[config.mk]
export PLATFORM = sky130hd
export DESIGN_NAME = hpe_emit
export DESIGN_NICKNAME = d
export VERILOG_FILES = /design/src/sv/hpe_pkg.sv /design/src/sv/hpe_emit.sv
export SDC_FILE = /design/constraint.sdc
export NUM_CORES = 1
export LEC_CHECK = 0
export BUFFER_PORTS_ARGS = -buffer_cell sky130_fd_sc_hd__buf_2
export CAP_MARGIN = 40
export CORE_MARGIN = 1.5
export CORE_UTILIZATION = 44
export DETAILED_ROUTE_END_ITERATION = 6
export PLACE_DENSITY = 0.71
export SKIP_CTS_REPAIR_TIMING = 1
export SYNTH_ARGS = -nofsm -noshare
export SYNTH_HDL_FRONTEND = slang
export SYNTH_SLANG_ARGS = --single-unit
[constraint.sdc]
create_clock -name clock -period 21.4 [get_ports clock]
set_input_delay 2.14 -clock clock [delete_from_list [all_inputs] [get_ports clock]]
set_output_delay 2.14 -clock clock [all_outputs]
set_load 0.02 [all_outputs]
[src/sv/hpe_pkg.sv]
// Shared constants, types and helpers of the heatmap peak extractor
`default_nettype none

package hpe_pkg;

   localparam int MAX_WIDTH   = 256;
   localparam int MAX_HEIGHT  = 256;
   localparam int KERNEL_SIZE = 5;
   localparam int RAD         = KERNEL_SIZE / 2;
   localparam int NCELL       = 2 * RAD + 1;
   localparam int NLANE       = RAD + 1;
   localparam int NROW        = 2 * RAD;
   localparam int NCAND       = NLANE * NLANE;
   localparam int CAND_W      = $clog2(NCAND);

   localparam int SAMPLE_W    = 16;
   localparam int COL_W       = $clog2(MAX_WIDTH);
   localparam int ROW_W       = $clog2(MAX_HEIGHT);
   localparam int DIM_W       = 9;
   localparam int COORD_W     = 8;
   localparam int RSP_W       = 2 * COORD_W + SAMPLE_W;
   localparam int CSR_ADDR_W  = 2;
   localparam int CSR_DATA_W  = 16;

   typedef logic [SAMPLE_W-1:0] sample_type;
   typedef logic [COL_W-1:0]    col_type;
   typedef logic [ROW_W-1:0]    row_type;

   // element k holds row y-1-k of one column
   typedef sample_type [NROW-1:0]  line_type;
   typedef sample_type [NLANE-1:0] lane_vec_type;

   // one column of the window: per lane the vertical max and the centre sample
   typedef struct packed {
      logic         vld;
      lane_vec_type vmax;
      lane_vec_type ctr;
   } column_type;

   typedef struct packed {
      sample_type         value;
      logic [COORD_W-1:0] y;
      logic [COORD_W-1:0] x;
   } peak_type;

   typedef peak_type [NCAND-1:0] peak_vec_type;
   typedef logic [NCAND-1:0]     cand_mask_type;

   function automatic sample_type max_of(input sample_type a, input sample_type b);
      return (a > b) ? a : b;
   endfunction

endpackage

`default_nettype wire

[src/sv/hpe_emit.sv]
// Peak buffer: holds the peaks of one step and hands them out one word at a time
`default_nettype none

module hpe_emit (
   input  wire logic                   clock,
   input  wire logic                   reset,
   input  wire logic                   load_req,
   input  wire hpe_pkg::cand_mask_type load_mask,
   input  wire hpe_pkg::peak_vec_type  load_peaks,
   output logic                        load_ok,
   output logic                        out_valid,
   input  wire logic                   out_ready,
   output hpe_pkg::peak_type           out_peak,
   output logic                        out_last
);
   import hpe_pkg::*;

   cand_mask_type     mask_ff;
   cand_mask_type     mask_in;
   cand_mask_type     mask_left;
   peak_vec_type      peaks_ff;
   logic              out_valid_ff;
   peak_type          out_peak_ff;
   logic              out_last_ff;
   logic              out_free;
   logic              pop;
   logic [CAND_W-1:0] sel;

   always_comb begin
      out_free = !out_valid_ff || out_ready;
      pop      = out_free && (mask_ff != '0);
      sel      = '0;
      for (int i = NCAND - 1; i >= 0; i--) begin
         if (mask_ff[i]) begin
            sel = CAND_W'(i);
         end
      end
      mask_left = mask_ff;
      if (pop) begin
         mask_left[sel] = 1'b0;
      end
      load_ok = (mask_left == '0);
      mask_in = (load_req && load_ok) ? load_mask : mask_left;
   end

   always_ff @(posedge clock) begin
      if (reset) begin
         mask_ff      <= '0;
         out_valid_ff <= 1'b0;
      end else begin
         mask_ff <= mask_in;
         if (out_free) begin
            out_valid_ff <= pop;
         end
      end
   end

   always_ff @(posedge clock) begin
      if (load_req && load_ok) begin
         peaks_ff <= load_peaks;
      end
      if (pop) begin
         out_peak_ff <= peaks_ff[sel];
         out_last_ff <= (mask_left == '0);
      end
   end

   assign out_valid = out_valid_ff;
   assign out_peak  = out_peak_ff;
   assign out_last  = out_last_ff;

endmodule

`default_nettype wire

Word level (Yosys, flattened, before mapping)
Cells that the tools add are included.
{"block": "totals", "reg_bits": 331, "input_bits": 301, "out_inout_bits": 35, "elab_cells": 59}
{"block": "classes", "n_bitwise": 2, "n_lt_le_gt_ge": 2, "muxes": 15, "n_reduce_logical": 7}
{"operator": "32-bit binary-select mux with 4-bit select", "count": 1}
{"operator": "4-bit 2-to-1 mux", "count": 9}
{"operator": "32-bit 2-to-1 mux", "count": 1}
{"operator": "9-bit 2-to-1 mux", "count": 2}
{"operator": "9-bit AND", "count": 1}
{"operator": "9-bit logical NOT", "count": 1}
{"operator": "9-bit NOT", "count": 1}
{"operator": "9-bit nonzero test", "count": 1}
{"operator": "4-bit by 5-bit < comparator with 1-bit output (second input constant)", "count": 1}
{"operator": "1-bit demux with 4-bit select", "count": 1}
{"operator": "4-bit by 1-bit greater-or-equal comparator with 1-bit output (second input constant)", "count": 1}
{"operator": "1-bit logical AND", "count": 3}
{"operator": "1-bit logical NOT", "count": 1}
{"operator": "1-bit logical OR", "count": 1}
{"operator": "1-bit 2-to-1 mux", "count": 1}

Depth between registers and ports, before layout
{"block": "logic_depth", "depth_word": 19, "ltp_mapped": 8, "depth_no_buf": 5}

Worst setup path before layout
No wires, ideal clock.
{"block": "synth_timing", "path_kind": "input port to flip-flop", "start": "in out_ready", "end": "reg peaks_ff[0] (netlist bit), enable pin", "path_stages": 6, "t_required_ps": 20456, "setup_slack_ps": 5671, "setup_ps": 944, "n_path_buf": 1, "arrival_ps": 14784, "path_cell_list": "nor2b_1 > clkbuf_1 > nor2_1 > a22o_1 > nand3_2 > nor2_1"}
{"block": "synth_between", "elab_chain_len": 5}
{"item": "start, declared", "line_no": "hpe_emit.sv:12", "rtl": "input wire logic out_ready,"}
{"item": "1-bit logical OR", "line_no": "hpe_emit.sv:30", "rtl": "out_free = !out_valid_ff || out_ready;"}
{"item": "1-bit logical AND", "line_no": "hpe_emit.sv:31", "rtl": "pop = out_free && (mask_ff != '0);"}
{"item": "9-bit 2-to-1 mux", "line_no": "hpe_emit.sv:39", "rtl": "if (pop) begin"}
{"item": "9-bit logical NOT", "line_no": "hpe_emit.sv:42", "rtl": "load_ok = (mask_left == '0);"}
{"item": "1-bit logical AND", "line_no": "hpe_emit.sv:59", "rtl": "if (load_req && load_ok) begin"}
{"item": "end signal, assigned", "line_no": "hpe_emit.sv:60", "rtl": "peaks_ff <= load_peaks;"}
{"item": "end, declared", "line_no": "hpe_emit.sv:21", "rtl": "peak_vec_type peaks_ff;"}
Every way passes these cells.
A chain may end at the register's enable or synchronous reset.

Worst setup path in the final report
{"block": "layout_timing", "start": "in out_ready", "end": "out load_ok"}
{"block": "layout_between", "elab_chain_len": 4}
{"item": "1-bit logical OR", "line_no": "hpe_emit.sv:30"}
{"item": "1-bit logical AND", "line_no": "hpe_emit.sv:31"}
{"item": "9-bit 2-to-1 mux", "line_no": "hpe_emit.sv:39"}
{"item": "9-bit logical NOT", "line_no": "hpe_emit.sv:42"}
{"item": "end, declared", "line_no": "hpe_emit.sv:10", "rtl": "output logic load_ok,"}
Every way passes these cells.

==> flow_metrics.tcl <==
set metrics [dict create \
    final_cell_mix "335 x buf_2, 321 x edfxtp_1, 41 x nor2_1" \
    drtPass1Iterations 7 \
    dpl.cell_count 1366 \
    crit_path_frequent_cell "buf_2" \
    place_hpwl_um 21600 \
    io_pins 336 \
    nFillCells 2152 \
    ff_latch_area_um2 9840 \
    syn_nets 987 \
    instances_no_fill 1431 \
    grt_pass1_wl_um 45600 \
    maxSlewViolCount 0 \
    drv_cap 0 \
    cp.arrival_ns 3.82 \
    ant_nets 0 \
    use_met2_pct 36.1 \
    path_cells "buf_2 > nor2b_1 > nor2_1 > a22o_1 > nand3_2 > inv_1 > buf_2" \
    syn_to_final_growth_pct 26.9 \
    final_common_cell "buf_2" \
    slew_headroom_pct 21.2 \
    cts_buffer_depth 3 \
    ys_warn_count 0 \
    hold_viol 0 \
    max_stage_delay_ns 0.63 \
    finalSetupViolCount 0 \
    met1_usage_pct 26.1 \
    ys_types 46 \
    routed_wl_um 32000 \
    end_kind "primary output" \
    ctsRootBufferMaster "clkbuf_16" \
    cts_sinks 331 \
    drive_above_1_share_pct 43.7 \
    die_h_um 172 \
    numCtsBuffers 35 \
    path_buf_inv 3 \
    use_met3_pct 6.21 \
    power.leakage_nw 5.88 \
    cpLargestDelayFamily "simple AND/OR/NAND/NOR gates" \
    rsz0062_at_grt "false" \
    drtIter0Drc 888 \
    synth_top_area_share_pct 77.1 \
    initial_core_util_pct 44.9 \
    cts_tree "yes" \
    slowest_stage "nor2b_1" \
    min_to "out_peak[5]" \
    period_share_pct 27.8 \
    reg2reg_depth 8 \
    gp_congestion 0.867 \
    vias 7845 \
    top_usage_layer "met2" \
    design.core.area_um2 27900 \
    finalSetupTns_ns 0 \
    worstMarginPinSlew_ns 1.18 \
    nets 1326 \
    max_freq_mhz 168 \
    dieArea_um2 29400 \
    avgSynthCellArea_um2 18.2 \
    hold_class "flop to flop" \
    routedWlPerCell_um 22.4 \
    multi_input_area_um2 2470 \
    whs_path_depth 2 \
    clk_latency_ns 0.52 \
    holdCritStartpoint "peaks_ff[165]" \
    grtUsageTotal_pct 21.3 \
    required_ns 19.26 \
    final_util_pct 56.9 \
    grt_pass1_vias 7893 \
    antenna_found_initial 12 \
    ys.flop_type "edfxtp_1" \
    ys_async_sr_fraction_pct 0 \
    synth_edf_count 321 \
    fp.dieW_um 172 \
    synth_cells 686 \
    worstSetupStartpointType "input pin" \
    syn-cell-area_um2 12500 \
    grt.overflow.total 0 \
    cts_max_level 2 \
    grt_max_degree 202 \
    p_per_area_nw_per_um2 144 \
    viasPerCell 5.48 \
    clk_pin_slew_ns 0.06 \
    skew_ns 0.0229 \
    period_minus_slack_ns 5.96 \
    status "finished, final reports clean" \
    yosys-top-cells-area "edfxtp_1 77%, mux2_2 2.8%, a222oi_1 2.6%" \
    r2r_start "mask_ff[0]" \
    synth-seq-cells 331 \
    drc 0 \
    portBuffers 335 \
    cp_num_cells 7 \
    yosysTopAreaCell "edfxtp_1" \
    cp_max_fo 10 \
    r2r-end "peaks_ff[134]" \
    num_rows 61 \
    r2r_slack_ns 17.50 \
    crit_type "input pin to primary output" \
    peakVddDrop_uv 126 \
    yosysSeqAreaShare_pct 78.8 \
]
## where the power goes
part	internal, mW	switching, mW
sequential	0.975	0.0602
combinational	0.233	0.422
clock	0.352	0.244
total	1.56	0.726
## cell usage after synthesis (2+ instances only)
master,count
a211oi_2,2
a21oi_1,5
a221oi_1,32
a222oi_1,32
a32oi_1,32
buf_1,2
buf_2,13
buf_4,4
buf_6,3
clkbuf_1,27
dfxtp_1,10
edfxtp_1,321
inv_1,4
mux2_1,23
mux2_2,31
mux2_4,10
nand2_1,12
nand2b_1,4
nand3_1,6
nor2_1,44
nor2b_1,2
nor3_1,3
o21ai_1,33
o31ai_1,9
## per-layer routing
layer  wire length, um  vias to the layer above  share of wire, %
li1                  -                     3538                 -
met1             12300                     3802                38
met2             15700                      422                49
met3              3220                       69                10
met4               799                       14               2.5
met5                85                        -              0.27
## metrics by stage
stage	power [mW]	hold WS, ns	setup slack, ns	instance area (um2)
finish	2.29	0.561	15.44	15900
global route	2.39	0.586	15.33	15900
CTS	2.31	0.567	15.53	15800
detailed placement	1.71	0.553	15.54	14700
global placement	1.66	0.540	15.62	14600
floorplan	1.53	0.532	5.67	12500
## cell type report
cell class / instances / share of cell area (%)
multi-input cells: 301 / 15.5
repair buffers: 351 / 12.1
inverters: 5 / 0.118
well taps: 378 / 2.98
flip-flops and latches: 331 / 62.0
clock buffers: 40 / 5.64
clock inverters: 20 / 1.53
diodes: 5 / 0.0789
## how the worst max path moves through the flow
stage,startpoint,end,slack (ns)
final,out_ready,load_ok,15.44
after detailed placement,out_ready,load_ok,15.54
after global routing,out_ready,load_ok,15.33
after floorplan,out_ready,peaks_ff[0],5.67
after global placement,out_ready,load_ok,15.62
after CTS,out_ready,load_ok,15.53
## logic make-up after synthesis
group                  Yosys count  share of synthesized area, %
flip-flops                     331                          78.8
AO/OA/AOI/OAI                  154                          9.86
AND/OR/NAND/NOR                 83                          3.26
multiplexers                    64                          6.07
buffers and inverters           54                          2.05
## registers in the layout, indices dropped and copies added, names as in the netlist
| register | flops |
|---|---|
| out_peak | 32 |
| mask_ff | 9 |
| out_last | 1 |
| peaks_ff | 288 |
| out_valid | 1 |
## worst reg2reg max path: stages, from the launching register on
cell and delay [ns]:
dfxtp_1 0.50, nor4_2 0.54, a41oi_1 0.18, nand3_1 0.15
nand3_2 0.23, nor2_4 0.18, buf_12 0.63, buf_4 0.74
buf_16 0.35
No activity file was read; power rests on OpenSTA's default activity.
