--- src/sv/hpe_pkg.sv ---
// Shared constants, types and helpers of the heatmap peak extractor
`default_nettype none

package hpe_pkg;

   localparam int MAX_WIDTH   = 256;
   localparam int MAX_HEIGHT  = 256;
   localparam int KERNEL_SIZE = 5;
   localparam int RAD         = KERNEL_SIZE / 2;
   localparam int NCELL       = 2 * RAD + 1;
   localparam int NLANE       = RAD + 1;
   localparam int NROW        = 2 * RAD;
   localparam int NCAND       = NLANE * NLANE;
   localparam int CAND_W      = $clog2(NCAND);

   localparam int SAMPLE_W    = 16;
   localparam int COL_W       = $clog2(MAX_WIDTH);
   localparam int ROW_W       = $clog2(MAX_HEIGHT);
   localparam int DIM_W       = 9;
   localparam int COORD_W     = 8;
   localparam int RSP_W       = 2 * COORD_W + SAMPLE_W;
   localparam int CSR_ADDR_W  = 2;
   localparam int CSR_DATA_W  = 16;

   typedef logic [SAMPLE_W-1:0] sample_type;
   typedef logic [COL_W-1:0]    col_type;
   typedef logic [ROW_W-1:0]    row_type;

   // element k holds row y-1-k of one column
   typedef sample_type [NROW-1:0]  line_type;
   typedef sample_type [NLANE-1:0] lane_vec_type;

   // one column of the window: per lane the vertical max and the centre sample
   typedef struct packed {
      logic         vld;
      lane_vec_type vmax;
      lane_vec_type ctr;
   } column_type;

   typedef struct packed {
      sample_type         value;
      logic [COORD_W-1:0] y;
      logic [COORD_W-1:0] x;
   } peak_type;

   typedef peak_type [NCAND-1:0] peak_vec_type;
   typedef logic [NCAND-1:0]     cand_mask_type;

   function automatic sample_type max_of(input sample_type a, input sample_type b);
      return (a > b) ? a : b;
   endfunction

endpackage

`default_nettype wire

--- src/sv/hpe_cell.sv ---
// Window cell: holds one column and extends the running horizontal max
`default_nettype none

module hpe_cell (
   input  wire logic                  clock,
   input  wire logic                  reset,
   input  wire logic                  shift_en,
   input  wire hpe_pkg::column_type   col_in,
   input  wire hpe_pkg::lane_vec_type pmax_in,
   output hpe_pkg::column_type        col_out,
   output hpe_pkg::lane_vec_type      pmax_out,
   output hpe_pkg::lane_vec_type      ctr_out
);
   import hpe_pkg::*;

   logic         vld_ff;
   lane_vec_type vmax_ff;
   lane_vec_type ctr_ff;

   always_ff @(posedge clock) begin
      if (reset) begin
         vld_ff <= 1'b0;
      end else if (shift_en) begin
         vld_ff <= col_in.vld;
      end
   end

   always_ff @(posedge clock) begin
      if (shift_en) begin
         vmax_ff <= col_in.vmax;
         ctr_ff  <= col_in.ctr;
      end
   end

   // columns left of the frame read as zero
   always_comb begin
      col_out = '{vld: vld_ff, vmax: vmax_ff, ctr: ctr_ff};
      for (int l = 0; l < NLANE; l++) begin
         pmax_out[l] = max_of(pmax_in[l], vld_ff ? vmax_ff[l] : sample_type'(0));
         ctr_out[l]  = vld_ff ? ctr_ff[l] : sample_type'(0);
      end
   end

endmodule

`default_nettype wire

--- config.mk ---
export PLATFORM = sky130hd
export DESIGN_NAME = hpe_cell
export DESIGN_NICKNAME = d
export VERILOG_FILES = /design/src/sv/hpe_pkg.sv /design/src/sv/hpe_cell.sv
export SDC_FILE = /design/constraint.sdc
export NUM_CORES = 1
export LEC_CHECK = 0
export ABC_CLOCK_PERIOD_IN_PS = 7350
export BUFFER_PORTS_ARGS = -buffer_cell sky130_fd_sc_hd__buf_2
export CORE_AREA = 2 2 133 135
export CTS_CLUSTER_DIAMETER = 100
export DETAILED_ROUTE_END_ITERATION = 6
export DIE_AREA = 0 0 135 137
export HOLD_SLACK_MARGIN = 0.06
export PLACE_DENSITY = 0.68
export SYNTH_ARGS = -nofsm -noshare
export SYNTH_HDL_FRONTEND = slang
export SYNTH_SLANG_ARGS = --single-unit
export TNS_END_PERCENT = 10
--- constraint.sdc ---
create_clock -name clock -period 7.35 [get_ports clock]
set_clock_uncertainty 0.1 [all_clocks]
set_input_delay 0.3675 -clock clock [delete_from_list [all_inputs] [get_ports clock]]
set_output_delay 0.3675 -clock clock [all_outputs]
set_load 0.02 [all_outputs]
; Word level (Yosys, flattened, before mapping)
; Cells that the tools add are included.
[totals]
regBits = 97
wordCells = 19
[classes]
n_lt_le_gt_ge = 3
mux = 9
[ops]
columns = operator, n
row1 = $mux 16, 9
row2 = $gt 16x16->1, 3

; Logic depth before layout (Yosys ltp)
; Gate-level depths: netlist of the first run.
[logic_depth]
depth_word = 3
ltp_mapped = 11
mapped_depth_nobuf = 8

; Worst setup path before layout of the first run
; OpenSTA, ideal clock, no wires.
[synth_path]
path_kind = reg2out
from = reg vld_ff
to = out pmax_out[37] (netlist name)
arrival_time_ns = 2.638
t_required_ns = 6.883
slack_ns = 4.245
stages_incl_launch_ff = 12
cell_sequence = dfxtp_1 clkbuf_1 clkbuf_1 nand2_1 ha_1 a21oi_2 o21ai_2 or3_1 buf_2 buf_6 o311ai_1 o211ai_1
[synth_lines]
columns = element, line
row1 = from (decl), hpe_cell.sv:16  ; logic vld_ff;
row2 = from (signal assigned), hpe_cell.sv:24  ; vld_ff <= col_in.vld;
row3 = to (decl), hpe_cell.sv:11  ; output hpe_pkg::lane_vec_type pmax_out,

==> flow_summary.yaml, run 1 <==
floorplan:
  die_x_um: 135
  pin_count: 341
  dieArea_um2: 18500
  start_util: 0.359
  rows: 48
  design.core.area_um2: 17100
  die_h_um: 137
power:
  peakVddDrop_uv: 126
  power_density_nw_per_um2: 194
  total_power_w: 0.00160
  p_leak_nw: 3.51
setup_path:
  worstSetupPathType: "reg2out"
  worstSetupEndpointType: "output port"
  cp-start-kind: "flop"
  critPathArrivalTime_ns: 4.42
  crit_fanout: 47
  critPathRequiredTime_ns: 6.88
detailed_routing:
  ant_nets: 0
  viasPerCell: 5.42
  routed_wl_mm: 20.8
  via_count: 6060
  wl_per_cell_um: 18.6
  drtIter0Drc: 422
  firstDrtPassIters: 6
  drc: 0
yosys:
  ys_warn_count: 0
  syn_avg_cell_area_um2: 10.5
  synth_top_area_share: 0.470
  netlist_instances: 583
  synth-edff-count: 96
  ys_top_cells_by_count: "edfxtp_1 (96), nand2_1 (70)"
  synth_fp_nets: 779
  synth.distinct_cells: 33
  async_flop_share: 0
  ys_ff_latch: 97
  yosysTopAreaCell: "edfxtp_1"
  yosysMostFrequentCell: "edfxtp_1"
  synthTopCellsByArea: "edfxtp_1 (47%), ha_1 (9.8%), o311ai_1 (6.9%)"
  netlist_area_um2: 6130
  synthFlopType: "edfxtp_1"
  seq_area_frac_synth: 0.474
cts:
  cts_resized: 0
  cts_root_buffer: "clkbuf_16"
  clk_pin_slew_ns: 0.08
  clock_path_buffers: 2
  clock-sinks: 97
  clk_latency_ns: 0.35
  cts_tree: "done"
  cts_inserted_buffers: 9
  cts-htree-levels: 3
final_layout:
  area_growth_pct: 34.6
  final_nets: 1084
  diodes: 0
  drive_gt1_frac: 0.424
sta:
  drv_slew: 0
  slew_headroom: 0.181
  rsz0062_at_grt: "no"
  tightest_slew_ns: 1.22
  final-hold-violation-count: 0
  finalSetupViolations: 0
  setup_ws_ns: 2.46
  fmax_ghz: 0.204
  period_share: 0.666
  tns_ns: 0
  min_period_ns: 4.89
global_route:
  grt_pass1_wl_mm: 30.6
  grt_start_max_net_pins: 65
  antenna_found_initial: 0
  grt_overflow: 0
  grt_usage: 0.213
  grt_pass1_vias: 5797
placed_design:
  dpl.hpwl_mm: 16.0
  portBuffers: 340
  place_ws_ns: 2.91
  place.gp.congestion: 0.833
run_status:
  status: "completed"
flow_run:
  drv_cap: 0
hold_path:
  hp-class: "in2reg"
registers in the layout (all words and copies together) (netlist names):
name	count
vld_ff	1
col_out	96
layout make-up:
class | instances | area (um^2)
fillers | 1611 | 8810
multi-input cells | 426 | 2960
flip-flops and latches | 97 | 2900
repair buffers | 345 | 1740
well taps | 225 | 282
clock buffers | 9 | 225
clock inverters | 7 | 97.6
inverters | 9 | 33.8
repair_timing:
item | in CTS | in global routing
hold buffers | 1 | 0
endpoints found under the hold margin | 1 | 0
setup buffers | 0 | 0
report_power, final:
part / leakage [nW] / internal [W] / switching, W
clock network: 0.157 / 0.000274 / 0.000233
logic: 2.41 / 0.000147 / 0.000264
registers: 0.948 / 0.000658 / 0.0000265
total: 3.51 / 0.00108 / 0.000523
routing by layer:
metal | wire, um | global-route usage
met3 | 1400 | 0.0448
met5 | 0 | 0
met4 | 338 | 0.0654
met2 | 10800 | 0.382
met1 | 8240 | 0.257
kinds of logic after synthesis:
group | synth area share
DFF | 0.474
buffers and inverters | 0.0429
adders and majority gates | 0.0980
AOI/OAI and AO/OA | 0.166
and+or+nand+nor | 0.218
muxes | 0.00163
layout by cell type, fill, tap and decap left out, types with 5 or more instances in the layout:
cell	Yosys	final
nand4_1	6	6
buf_4	1	5
nor2_1	7	7
o211ai_1	48	48
nor4_1	48	48
nand2_1	70	70
and2_1	48	48
buf_2	8	339
o311ai_1	48	48
ha_1	48	48
inv_1	9	9
a21oi_1	15	15
nand3_1	48	48
clkbuf_16	0	9
edfxtp_1	96	96
through the flow:
stage	utilization	hold slack [ns]	area [um^2]	cells
after CTS	0.484	0.0643	8250	1118
after global routing	0.484	0.0649	8250	1118
after detailed placement	0.464	0.423	7920	1101
after global placement	0.464	0.421	7920	1101
after floorplan	-	0.340	6130	583
final	0.484	0.0822	8250	1118
worst max-delay path: stages, from the launching register on:
cell	delay [ns]
dfxtp_2	0.86
buf_4	0.38
nand2_1	0.15
ha_1	0.36
nand4_2	0.19
nor3_2	0.88
or3_1	0.61
o311ai_1	0.19
o211ai_1	0.18
buf_2	0.23
worst paths after layout:
kind                            startpoint           to  slack (ns)  depth (start not counted)
worst max register to register      vld_ff       vld_ff        6.05                          2
worst min-delay path            col_in[43]  col_out[43]        0.08                          1
worst max-delay path                vld_ff  pmax_out[2]        2.46                          9
worst min register to register      vld_ff       vld_ff        0.80                          2
No activity file was read; power rests on OpenSTA's default activity.
==> run 2: changes to the inputs <==
- ABC_CLOCK_PERIOD_IN_PS: 7350 -> 4800
- CORE_AREA: 2 2 133 135 -> 2 2 131 133
- DIE_AREA: 0 0 135 137 -> 0 0 133 135
- PLACE_DENSITY: 0.68 -> 0.7
- clock period: 7.35 -> 4.8 ns (I/O delays scaled with it)
==> flow_summary.yaml, run 2 (same netlist as run 1, synthesis figures left out) <==
final_layout:
  mostFrequentLayoutCell: "buf_2"
  register_area_um2: 2900
  area_growth_pct: 50.6
  final_cells: 1216
  final_nets: 1186
  largest_reg_flops: 96
  final.fill_count: 1399
  final_cell_mix: "buf_2 (339), dlygate4sd3_1 (98), edfxtp_1 (96)"
  multi_input_area_um2: 2960
  drive_gt1_frac: 0.385
flow_run:
  drv_cap: 0
sta:
  slew_headroom: 0.216
  finalSetupViolations: 0
  final-hold-violation-count: 0
  min_period_ns: 4.35
  drv_slew: 0
  tns_ns: 0
  setup_ws_ns: 0.451
  tightest_slew_ns: 1.17
  period_share: 0.906
  fmax_ghz: 0.230
  rsz0062_at_grt: "no"
power:
  swShare: 0.328
  pwr-share-seq: 0.426
  p_leak_nw: 3.93
  p_int_w: 0.00165
  power_density_nw_per_um2: 266
  comb_power_share: 0.288
  power.net_switching_w: 0.000805
  peakVddDrop_uv: 240
  clkPwrFrac: 0.286
run_status:
  status: "completed"
setup_path:
  r2r_start: "vld_ff"
  endpoint: "pmax_out[26]"
  r2r_cells: 4
  worstSetupEndpointType: "output port"
  r2r_end: "vld_ff"
  worstSetupPathType: "reg2out"
  crit_start: "vld_ff"
  crit_fanout: 29
  cp-start-kind: "flop"
  critPathRequiredTime_ns: 4.46
  reg2reg_slack_ns: 2.84
  critPathArrivalTime_ns: 4.01
cts:
  clock-sinks: 97
  cts_tree: "done"
  cts_inserted_buffers: 9
  clock_path_buffers: 2
  clk_latency_ns: 0.34
  cts-htree-levels: 3
  post_cts_buffers: 0
  cts_root_buffer: "clkbuf_16"
  clk_pin_slew_ns: 0.08
placed_design:
  dpl.hpwl_mm: 15.7
  portBuffers: 340
  place.gp.congestion: 0.855
  dp_cells: 1101
  place_ws_ns: 0.917
floorplan:
  design.core.area_um2: 16400
  die_h_um: 135
  dieArea_um2: 18000
  pin_count: 341
  die_x_um: 133
  start_util: 0.374
  rows: 47
detailed_routing:
  routed_wl_mm: 22.8
  via_count: 6623
  wl_per_cell_um: 18.8
  drtIter0Drc: 457
  viasPerCell: 5.45
  drc: 0
  firstDrtPassIters: 5
  ant_nets: 0
hold_path:
  hp-class: "in2reg"
global_route:
  grt_pass1_wl_mm: 34.7
  grt_start_max_net_pins: 59
  grt_overflow: 0
  antenna_found_initial: 1
  grt_usage: 0.245
  grt_pass1_vias: 6608
## run 2: per-layer routing
| layer | vias to the layer above | GRT usage | routed length, um |
|---|---|---|---|
| met5 | - | 0 | 0 |
| met4 | 0 | 0.108 | 781 |
| met3 | 54 | 0.0495 | 1600 |
| met2 | 327 | 0.449 | 12100 |
| met1 | 3102 | 0.276 | 8390 |
| li1 | 3140 | - | - |
## run 2: layout make-up
| type | count | area share |
|---|---|---|
| timing repair buffer | 447 | 0.300 |
| tap | 220 | 0.0298 |
| antenna | 1 | 0.000271 |
| clock buffer | 10 | 0.0248 |
| clock inverter | 6 | 0.00623 |
| inverter | 9 | 0.00366 |
| multi-input combinational | 426 | 0.321 |
| sequential | 97 | 0.315 |
## run 2: power groups by stage
stage | sequential (W) | clock (W) | combinational, W
floorplan | 0.00114 | 0 | 0.000300
global route | 0.00105 | 0.000744 | 0.000761
CTS | 0.00104 | 0.000729 | 0.000702
finish | 0.00105 | 0.000703 | 0.000708
detailed placement | 0.00106 | 0 | 0.000638
global placement | 0.00106 | 0 | 0.000634
## run 2: worst min-delay path by stage
stage                   from     endpoint  slack [ns]  cells after the start
floorplan              reset       vld_ff        0.21                      1
global placement       reset       vld_ff        0.30                      2
detailed placement     reset       vld_ff        0.30                      2
CTS                 shift_en  col_out[44]        0.40                      1
global route        shift_en  col_out[44]        0.44                      1
finish              shift_en  col_out[44]        0.40                      1
## run 2: through the flow
| step | instance area, um^2 | power, W | utilization | hold slack [ns] |
|---|---|---|---|---|
| 2_1_floorplan | 6130 | 0.00144 | - | 0.212 |
| 3_3_place_gp | 7960 | 0.00169 | 0.485 | 0.297 |
| 3_5_place_dp | 7960 | 0.00170 | 0.485 | 0.299 |
| 4_1_cts | 9230 | 0.00247 | 0.562 | 0.396 |
| 5_1_grt | 9230 | 0.00256 | 0.563 | 0.442 |
| 6_report | 9230 | 0.00246 | 0.563 | 0.401 |
## run 2: critical path, cell delays in order, from the launching register on
cell	delay (ns)
dfxtp_2	0.72
nand2_1	0.25
ha_1	0.40
nand4_2	0.16
nor3_2	0.86
or3_1	0.64
o311ai_1	0.22
o211ai_1	0.16
buf_2	0.22
## run 2: what timing repair did
action	CTS	global route
endpoints found under the hold margin	97	0
endpoints found under the setup margin	0	0
hold buffers	98	0
resized for setup	0	0
==> run 3: changes to the inputs <==
- GPL_TIMING_DRIVEN: default -> 0
- RECOVER_POWER: default -> 25
- SKIP_CTS_REPAIR_TIMING: default -> 1
==> flow_summary.yaml, run 3 (same netlist as run 1, synthesis figures left out) <==
setup_path:
  r2r_end: "vld_ff"
  r2r_start: "vld_ff"
  cp-start-kind: "flop"
  crit_fanout: 10
  worstSetupPathType: "reg2out"
  cp_slowest_stage_delay_ns: 0.50
  worstSetupEndpointType: "output port"
  critPathRequiredTime_ns: 4.46
  cp_slowest_cell: "clkbuf_1"
  endpoint: "pmax_out[45]"
  path_cells: "clkbuf_1 -> clkbuf_1 -> nand2_1 -> ha_1 -> nand4_2 -> nor4_2 -> o21a_1 -> buf_2 -> o311ai_1 -> o211ai_1 -> buf_2"
  reg2reg_slack_ns: 3.43
  critPathArrivalTime_ns: 3.83
  r2r_cells: 4
  crit_start: "vld_ff"
cts:
  cts_inserted_buffers: 9
  cts_tree: "done"
  clk_latency_ns: 0.35
  clk_pin_slew_ns: 0.08
  clock-sinks: 97
  cts_root_buffer: "clkbuf_16"
  clock_path_buffers: 2
  cts-htree-levels: 3
final_layout:
  drive_gt1_frac: 0.373
  final_nets: 1228
  area_growth_pct: 53.4
  final_cell_mix: "buf_2 (347), dlygate4sd3_1 (97), edfxtp_1 (96)"
  final.fill_count: 1401
  largest_reg_flops: 96
  mostFrequentLayoutCell: "buf_2"
detailed_routing:
  wl_per_cell_um: 18.2
  drtIter0Drc: 564
  viasPerCell: 5.41
  ant_nets: 0
  firstDrtPassIters: 5
  routed_wl_mm: 22.9
  via_count: 6807
  drc: 0
sta:
  tightest_slew_ns: 2.18
  slew_headroom: -0.456
  tns_ns: 0
  holdWs_ns: 0.0371
  final-hold-violation-count: 0
  rsz0062_at_grt: "no"
  finalSetupViolations: 0
  fmax_ghz: 0.240
  period_share: 0.868
  drv_slew: 34
  setup_ws_ns: 0.632
  min_period_ns: 4.17
run_status:
  status: "finished with violations"
  violations: "capacitance limit, slew limit"
floorplan:
  dieArea_um2: 18000
  pin_count: 341
  die_x_um: 133
  rows: 47
  die_h_um: 135
  start_util: 0.374
  design.core.area_um2: 16400
placed_design:
  dpl.hpwl_mm: 16.7
  place_ws_ns: 0.909
  place.gp.congestion: 0.862
  portBuffers: 340
hold_path:
  hp-class: "in2reg"
power:
  peakVddDrop_uv: 229
  total_power_w: 0.00249
  power_density_nw_per_um2: 264
  p_leak_nw: 4.00
global_route:
  grt_overflow: 0
  grt_usage: 0.224
  grt_pass1_vias: 6078
  grt_pass1_wl_mm: 31.8
  antenna_found_initial: 1
  grt_start_max_net_pins: 65
flow_run:
  drv_cap: 1
==> run 3: how the worst min path moves through the flow <==
stage | from | end | slack (ns) | cells after the start
2_1_floorplan | reset | vld_ff | 0.21 | 1
3_3_place_gp | reset | vld_ff | 0.30 | 2
3_5_place_dp | reset | vld_ff | 0.30 | 2
4_1_cts | reset | vld_ff | -0.08 | 2
5_1_grt | col_in[96] | vld_ff | 0.07 | 3
6_report | col_in[96] | vld_ff | 0.04 | 3
==> run 3: metal layers <==
layer,track usage,vias to the layer above,wire (um)
met5,0,-,0
met4,0.0818,0,667
met3,0.0533,47,1640
met2,0.402,338,12200
met1,0.263,3200,8410
li1,-,3222,-
==> run 3: power breakdown <==
part	leakage [nW]	total (W)	switching, W	internal, W
combinational	2.91	0.000721	0.000433	0.000288
sequential	0.948	0.00104	0.0000366	0.00101
clock	0.147	0.000720	0.000353	0.000367
total	4.00	0.00249	0.000822	0.00166
==> run 3: critical path: cells and delay by family (launching register included) <==
kind / cells / cell delay [ns]
AO/OA/AOI/OAI: 3 / 0.60
AND/OR/NAND/NOR: 3 / 0.84
buffers and inverters: 4 / 1.32
adder cells (fa/ha/maj): 1 / 0.38
flip-flops: 1 / 0.33
==> run 3: layout make-up <==
cell class / count / area (um^2) / share of cell area
clock inverter: 7 / 72.6 / 0.00772
clock buffer: 9 / 225 / 0.0239
sequential: 97 / 2900 / 0.309
buffer: 51 / 229 / 0.0243
multi-input combinational: 426 / 2960 / 0.315
tap: 220 / 275 / 0.0293
timing repair buffer: 438 / 2700 / 0.287
antenna: 1 / 2.50 / 0.000266
inverter: 9 / 33.8 / 0.00359
==> run 3: stage by stage <==
stage,std cells,cell area [um^2],utilization
final,1258,9400,0.573
after CTS,1160,8430,0.514
after global placement,1143,8110,0.494
after detailed placement,1144,8140,0.496
after global routing,1258,9400,0.573
after floorplan,583,6130,-
